**src/hw/rtl/nv21_block_to_rgb_top_macros.svh**
```systemverilog
// Assertion macros for the NV21 block to RGB converter.
`ifndef NV21_BLOCK_TO_RGB_TOP_MACROS_SVH
`define NV21_BLOCK_TO_RGB_TOP_MACROS_SVH

// Same-cycle implication, disabled while reset is low.
`define NRGB_ASSERT_IMPL(label, ante, cons) \
    label: assert property (@(posedge i_clk) disable iff (!i_rst_n) (ante) |-> (cons)) \
        else $error("nv21rgb: assertion failed");

// Next-cycle implication, disabled while reset is low.
`define NRGB_ASSERT_NEXT(label, ante, cons) \
    label: assert property (@(posedge i_clk) disable iff (!i_rst_n) (ante) |=> (cons)) \
        else $error("nv21rgb: assertion failed");

`endif

```
**src/hw/rtl/nv21rgb_pkg.sv**
```systemverilog
// Types and constants shared by the NV21 block to RGB converter.
package nv21rgb_pkg;

    // Signed width that holds every product and sum before the shift.
    localparam int TERM_W = 21;
    typedef logic signed [TERM_W-1:0] t_term;

    localparam logic [7:0] LUMA_OFFSET   = 8'd16;
    localparam logic [8:0] CHROMA_OFFSET = 9'd128;
    localparam int         FRAC_BITS     = 10;
    localparam logic [7:0] PIXEL_MAX     = 8'd255;

    localparam t_term LUMA_GAIN  = 21'sd1192;
    localparam t_term V_TO_RED   = 21'sd1634;
    localparam t_term V_TO_GREEN = 21'sd833;
    localparam t_term U_TO_GREEN = 21'sd400;
    localparam t_term U_TO_BLUE  = 21'sd2066;

    // Number of pixels in one 2x2 block.
    localparam int NUM_PIX = 4;

    typedef struct packed {
        logic [7:0] luma_top_left;
        logic [7:0] luma_top_right;
        logic [7:0] luma_bottom_left;
        logic [7:0] luma_bottom_right;
        logic [7:0] chroma_blue_diff;
        logic [7:0] chroma_red_diff;
    } t_block_in;

    typedef struct packed {
        logic [7:0] red_top_left;
        logic [7:0] green_top_left;
        logic [7:0] blue_top_left;
        logic [7:0] red_top_right;
        logic [7:0] green_top_right;
        logic [7:0] blue_top_right;
        logic [7:0] red_bottom_left;
        logic [7:0] green_bottom_left;
        logic [7:0] blue_bottom_left;
        logic [7:0] red_bottom_right;
        logic [7:0] green_bottom_right;
        logic [7:0] blue_bottom_right;
    } t_block_out;

endpackage

```
**src/hw/rtl/nv21rgb_pix.sv**
```systemverilog
// Per-pixel back end: chroma add, then shift and saturate, two register stages.
module nv21rgb_pix (
    input  logic                i_clk,
    input  nv21rgb_pkg::t_term  i_yterm,
    input  nv21rgb_pkg::t_term  i_red_add,
    input  nv21rgb_pkg::t_term  i_green_v,
    input  nv21rgb_pkg::t_term  i_green_u,
    input  nv21rgb_pkg::t_term  i_blue_add,
    output logic [7:0]          o_red,
    output logic [7:0]          o_green,
    output logic [7:0]          o_blue
);
    import nv21rgb_pkg::*;

    localparam int SHIFT_W = TERM_W - FRAC_BITS;

    t_term r_red_sum, r_green_sum, r_blue_sum;
    logic [7:0] n_red, n_green, n_blue;

    // Arithmetic shift (floor), then clamp to 0..255.
    function automatic logic [7:0] sat(input t_term sum);
        logic signed [SHIFT_W-1:0] sh;
        sh = SHIFT_W'(sum >>> FRAC_BITS);
        if (sh < 0) begin
            return 8'd0;
        end else if (sh > $signed({3'b000, PIXEL_MAX})) begin
            return PIXEL_MAX;
        end else begin
            return sh[7:0];
        end
    endfunction

    always_ff @(posedge i_clk) begin
        r_red_sum   <= i_yterm + i_red_add;
        r_green_sum <= i_yterm - i_green_v - i_green_u;
        r_blue_sum  <= i_yterm + i_blue_add;
    end

    always_comb begin
        n_red   = sat(r_red_sum);
        n_green = sat(r_green_sum);
        n_blue  = sat(r_blue_sum);
    end

    always_ff @(posedge i_clk) begin
        o_red   <= n_red;
        o_green <= n_green;
        o_blue  <= n_blue;
    end

endmodule

```
**src/hw/rtl/nv21_block_to_rgb_top.sv**
```systemverilog
// Top level of the NV21 2x2 block to RGB converter (BT.601, 10 fraction bits).
//
//  channel   | strobe / hold   | payload    | beat
//  ----------+-----------------+------------+-----------------------------
//  block in  | start / busy    | i_block    | four Y samples plus U and V
//  rgb out   | o_valid / none  | o_pixels   | twelve saturated RGB bytes
//
// One beat enters per clock; busy never rises because no stage can stall.
// The pipeline stages are offset removal, multipliers, chroma add, then
// shift and saturate, each ending in a register.
// Reset (synchronous, active low) clears only the valid bits; data
// registers free-run and are ignored while their valid bit is low.
// The receiver takes each result in the single cycle o_valid is high.

`include "nv21_block_to_rgb_top_macros.svh"

module nv21_block_to_rgb_top (
    input  logic                    i_clk,
    input  logic                    i_rst_n,
    input  logic                    start,
    output logic                    busy,
    input  nv21rgb_pkg::t_block_in  i_block,
    output logic                    o_valid,
    output nv21rgb_pkg::t_block_out o_pixels
);
    import nv21rgb_pkg::*;

    // Valid bits that follow the data through the four stages.
    logic r_v1, r_v2, r_v3, r_v4;

    // Stage 1: offset-removed samples. Y below 16 is forced to zero here,
    // which is the same as clamping the negative luma term.
    logic [7:0]        n_luma [NUM_PIX];
    logic [7:0]        r_ym   [NUM_PIX];
    logic signed [8:0] r_u, r_v;

    // Stage 2: products.
    t_term r_yterm [NUM_PIX];
    t_term r_red_add, r_green_v, r_green_u, r_blue_add;

    logic [7:0] w_red   [NUM_PIX];
    logic [7:0] w_green [NUM_PIX];
    logic [7:0] w_blue  [NUM_PIX];

    logic accept;

    assign busy   = 1'b0;
    assign accept = start && !busy;

    always_comb begin
        n_luma[0] = i_block.luma_top_left;
        n_luma[1] = i_block.luma_top_right;
        n_luma[2] = i_block.luma_bottom_left;
        n_luma[3] = i_block.luma_bottom_right;
    end

    always_ff @(posedge i_clk) begin
        if (!i_rst_n) begin
            r_v1 <= 1'b0;
            r_v2 <= 1'b0;
            r_v3 <= 1'b0;
            r_v4 <= 1'b0;
        end else begin
            r_v1 <= accept;
            r_v2 <= r_v1;
            r_v3 <= r_v2;
            r_v4 <= r_v3;
        end
    end

    // Stage 1 data.
    always_ff @(posedge i_clk) begin
        for (int p = 0; p < NUM_PIX; p++) begin
            r_ym[p] <= (n_luma[p] < LUMA_OFFSET) ? 8'd0 : n_luma[p] - LUMA_OFFSET;
        end
        r_u <= $signed({1'b0, i_block.chroma_blue_diff} - CHROMA_OFFSET);
        r_v <= $signed({1'b0, i_block.chroma_red_diff} - CHROMA_OFFSET);
    end

    // Stage 2: one constant multiply per term; green keeps its two parts
    // apart and they are folded in with the luma term in the next stage.
    always_ff @(posedge i_clk) begin
        for (int p = 0; p < NUM_PIX; p++) begin
            r_yterm[p] <= t_term'($signed({1'b0, r_ym[p]})) * LUMA_GAIN;
        end
        r_red_add  <= t_term'(r_v) * V_TO_RED;
        r_green_v  <= t_term'(r_v) * V_TO_GREEN;
        r_green_u  <= t_term'(r_u) * U_TO_GREEN;
        r_blue_add <= t_term'(r_u) * U_TO_BLUE;
    end

    // Stages 3 and 4, one back end per pixel.
    for (genvar p = 0; p < NUM_PIX; p++) begin : g_pix
        nv21rgb_pix u_pix (
            .i_clk      (i_clk),
            .i_yterm    (r_yterm[p]),
            .i_red_add  (r_red_add),
            .i_green_v  (r_green_v),
            .i_green_u  (r_green_u),
            .i_blue_add (r_blue_add),
            .o_red      (w_red[p]),
            .o_green    (w_green[p]),
            .o_blue     (w_blue[p])
        );
    end

    assign o_valid = r_v4;

    always_comb begin
        o_pixels.red_top_left       = w_red[0];
        o_pixels.green_top_left     = w_green[0];
        o_pixels.blue_top_left      = w_blue[0];
        o_pixels.red_top_right      = w_red[1];
        o_pixels.green_top_right    = w_green[1];
        o_pixels.blue_top_right     = w_blue[1];
        o_pixels.red_bottom_left    = w_red[2];
        o_pixels.green_bottom_left  = w_green[2];
        o_pixels.blue_bottom_left   = w_blue[2];
        o_pixels.red_bottom_right   = w_red[3];
        o_pixels.green_bottom_right = w_green[3];
        o_pixels.blue_bottom_right  = w_blue[3];
    end

    // Every accepted beat comes out on o_valid once it has passed r_v1 to r_v4.
    `NRGB_ASSERT_IMPL(a_latency, accept, ##4 o_valid)
    // No result without a matching earlier accepted beat.
    `NRGB_ASSERT_IMPL(a_no_phantom, o_valid, $past(accept, 4))
    // An idle input empties the pipe: the valid bit after the chroma add
    // follows the one before it.
    `NRGB_ASSERT_NEXT(a_pipe_order, !r_v2, !r_v3)

endmodule

```
**config.mk**
```make
export PLATFORM = sky130hd
export DESIGN_NAME = nv21_block_to_rgb_top
export DESIGN_NICKNAME = d
export VERILOG_FILES = /design/src/hw/rtl/nv21rgb_pkg.sv /design/src/hw/rtl/nv21rgb_pix.sv /design/src/hw/rtl/nv21_block_to_rgb_top.sv
export VERILOG_INCLUDE_DIRS = /design/src /design/src/hw/rtl
export SDC_FILE = /design/constraint.sdc
export NUM_CORES = 1
export LEC_CHECK = 0
export BUFFER_PORTS_ARGS = -buffer_cell sky130_fd_sc_hd__buf_2
export CORE_MARGIN = 3
export CORE_UTILIZATION = 30
export CTS_CLUSTER_SIZE = 14
export DETAILED_ROUTE_END_ITERATION = 8
export SKIP_CTS_REPAIR_TIMING = 1
export SLEW_MARGIN = 20
export SYNTH_ARGS = -nofsm -noshare
export SYNTH_HDL_FRONTEND = slang
export SYNTH_SLANG_ARGS = --single-unit
```
**constraint.sdc**
```tcl
create_clock -name i_clk -period 8.7 [get_ports i_clk]
set_input_delay 0.87 -clock i_clk [delete_from_list [all_inputs] [get_ports i_clk]]
set_output_delay 0.87 -clock i_clk [all_outputs]
set_load 0.01 [all_outputs]
```
==> metrics.md <==
| Metric | Value |
|---|---|
| Status | `complete, no violations` |
| Final Hold Viols | `0` |
| Slowest stage cell, crit path | `fa_1` |
| Antenna violations before repair | `1` |
| Final Cell Area | `30,000 sq um` |
| H-Tree Depth | `2` |
| Setup crit end kind | `register` |
| Slew HR | `56.4%` |
| Commonest non-fill, non-tap cell in the layout | `ha_1` |
| Clk sinks | `411` |
| Dpl ws | `4.23 ns` |
| Leading area contributor after synthesis | `dfxtp_1` |
| Die Ht | `302 microns` |
| Initial Util | `30.6%` |
| Seq cells post-synth | `411` |
| CTS root buffer | `clkbuf_16` |
| P&R area growth vs syn | `14.1%` |
| I/O Buffers | `147` |
| Most frequent cells in the layout | `521 x ha_1, 411 x dfxtp_1, 304 x nor2_1, 272 x inv_1, 151 x a21oi_1` |
| Largest net degree at the start of global routing | `17` |
| Post-route setup slack | `4.22 ns` |
| Avg WL per Cell | `16.5 microns` |
| Routability Congestion | `0.935` |
| Core region area | `85,900 sq um` |
| Unique cell type count in the Yosys netlist | `71` |
| Clock-pin slew on the worst setup and hold paths | `0.06 ns` |
| Peak Freq | `0.223 GHz` |
| Final WL | `66.6 mm` |
| Cells along the critical path | `buf_4, inv_1, ha_1, inv_1, ha_1, inv_1, fa_1, fa_1, inv_1, ha_1, ha_1, a31oi_1, o21bai_1, a21o_1, a21o_1, a21o_1, a21oi_1, xnor2_1` |
| Maximum Capacitance Violations | `0` |
| Critical path's top delay family | `adder cells` |
| Prevailing post-synth register cell | `dfxtp_1` |
| CP startpoint kind | `register` |
| Period utilization | `51.5%` |
| Clock skew | `0.0352 ns` |
| Hold Worst Slack | `0.377 ns` |
| First-pass GRT wire length | `102 mm` |
| Ys async rst share | `0%` |
| Die footprint | `91,200 sq um` |
| Post-route ant nets | `0` |
| Sequential share of the synthesized area | `31.3%` |
| Mapped Nets | `3,384` |
| Worst-Skew Late Latency | `0.60 ns` |
| Slew @ Worst Pin | `0.653 ns` |
| Post-synthesis cell count | `2,694` |
| Crit path buffers/inverters | `5` |
| CTS max path bufs | `3` |
| DR DRC count | `0` |
| Initial drt markers | `939` |
| Total track usage | `14.5%` |
| Setup_tns | `0 ns` |
| CP max FO | `16` |
| Register-to-register path setup slack | `4.22 ns` |
| WP data required | `9.23 ns` |
| Inserted Clock Buffers | `47` |
| Drt pass-1 iters | `5` |
| Nets | `3,546` |
| Fin. max-slew vios | `0` |
| CP arrival | `5.00 ns` |
| Area contributors post-synth | `dfxtp_1 31%, ha_1 25%, fa_1 9.0%` |
| WS Path Type | `reg -> reg` |
| Vias | `18,800` |
| CTS tree | `built` |
| Placed Area | `28,300 sq um` |
| Share of cells above drive strength 1 | `9.30%` |
| RSZ-0062 raised after global routing | `false` |
| IO Pins | `149` |
| Synth Cell Area | `26,300 sq um` |
| DP Wirelength | `56.0 mm` |
| Synth warnings | `0` |
| CP max stage delay | `0.54 ns` |
| Vias in the first global route | `18,000` |
| EDFF count, synth | `0` |
| FP Rows | `107` |
| Die width | `302 microns` |
| Synth top area share | `31.3%` |
| Vias per inst | `4.66` |
| Count of endpoints failing setup in the final report | `0` |
| Final min period | `4.48 ns` |
| Total grt overflow | `0` |
| Syn Area/Cell | `9.75 sq um` |
| Worst Hold Class | `in -> reg` |
-- cells in the mapped netlist (all sizes together), types with 6 or more instances --
| library cell | number |
|---|---|
| nor3 | 39 |
| a21boi | 7 |
| a21oi | 153 |
| nor3b | 12 |
| nor4 | 6 |
| fa | 118 |
| buf | 15 |
| o311ai | 6 |
| a21o | 93 |
| a2111oi | 8 |
| clkbuf | 20 |
| nand2 | 78 |
| nor2b | 44 |
| ha | 521 |
| or2 | 18 |
| a221oi | 7 |
| nand2b | 18 |
| dfxtp | 411 |
| o31a | 6 |
| inv | 272 |
| a31o | 7 |
| o21ai | 84 |
| xor2 | 58 |
| o31ai | 9 |
| o41ai | 7 |
| nand4 | 15 |
| o21bai | 26 |
| and2 | 10 |
| o211ai | 14 |
| xnor2 | 125 |
| nor2 | 304 |
| nand3 | 35 |
| a31oi | 14 |
| and3 | 25 |
| o21a | 27 |
| a211oi | 15 |
| or3 | 15 |
-- worst reg2reg max path, delay by kind of cell (launching register included) --
kind                       cells  cell delay (ns)
xor gates and xnor gates       1             0.13
AOI/OAI and AO/OA              6             1.12
buffers and inverters          5             0.59
adders and majority gates      6             2.26
DFF                            1             0.30
-- per-stage QoR --
stage | util, % | std cells
detailed placement | 32.9 | 3951
finish | 34.9 | 4039
floorplan | - | 2694
CTS | 34.9 | 4038
global route | 34.9 | 4038
global placement | 32.9 | 3951
-- sequential cells by signal (all words and copies together) (netlist names) --
name and count:
g_pix.u_pix.o_blue 32, g_pix.u_pix.o_green 32, g_pix.u_pix.o_red 32, g_pix.u_pix.r_blue_sum 44, g_pix.u_pix.r_green_sum 44, g_pix.u_pix.r_red_sum 44, o_valid 1, r_blue_add 20
r_green_u 11, r_green_v 20, r_red_add 16, r_u 8, r_v 8, r_v1 1, r_v2 1, r_v3 1
r_ym 32, r_yterm 64
-- layer usage --
| metal | track usage, % | up-vias | part of all wire [%] |
|---|---|---|---|
| li1 | - | 9610 | - |
| met1 | 19.1 | 8739 | 47 |
| met2 | 24.0 | 367 | 45 |
| met3 | 2.10 | 105 | 4.2 |
| met4 | 5.46 | 0 | 3.8 |
| met5 | 0 | - | 0 |
-- area by class of cell --
type,count,area (sq um)
Fill cell,8800,56000
Clock inverter,25,258
Sequential cell,411,8230
Tap cell,1144,1430
Inverter,272,1020
Multi-Input combinational cell,1976,16900
Antenna cell,1,2.50
Clock buffer,62,1400
Timing Repair Buffer,148,743
-- worst paths after layout --
kind	start	to	cells past startpoint
setup reg to reg	r_v[7]$_DFF_P_	r_green_v[19]$_DFF_P_	18
hold / removal	i_block[8]	r_u[0]$_DFF_P_	1
setup / recovery	r_v[7]$_DFF_P_	r_green_v[19]$_DFF_P_	18
hold reg to reg	r_ym[1][1]$_SDFF_PN0_	r_yterm[1][1]$_DFF_P_	0
-- cell families after synthesis --
family	count (synthesis)	share of synthesized area (%)
compound gates	516	12.9
xor+xnor	183	6.10
fa+ha+maj	639	33.8
buf+inv	307	4.40
flops	411	31.3
mux	7	0.276
other cells	1	0.0143
simple gates	630	11.2
Power is not shown: default switching activity piles up to over one toggle a cycle in this logic, so the estimate is an artifact.
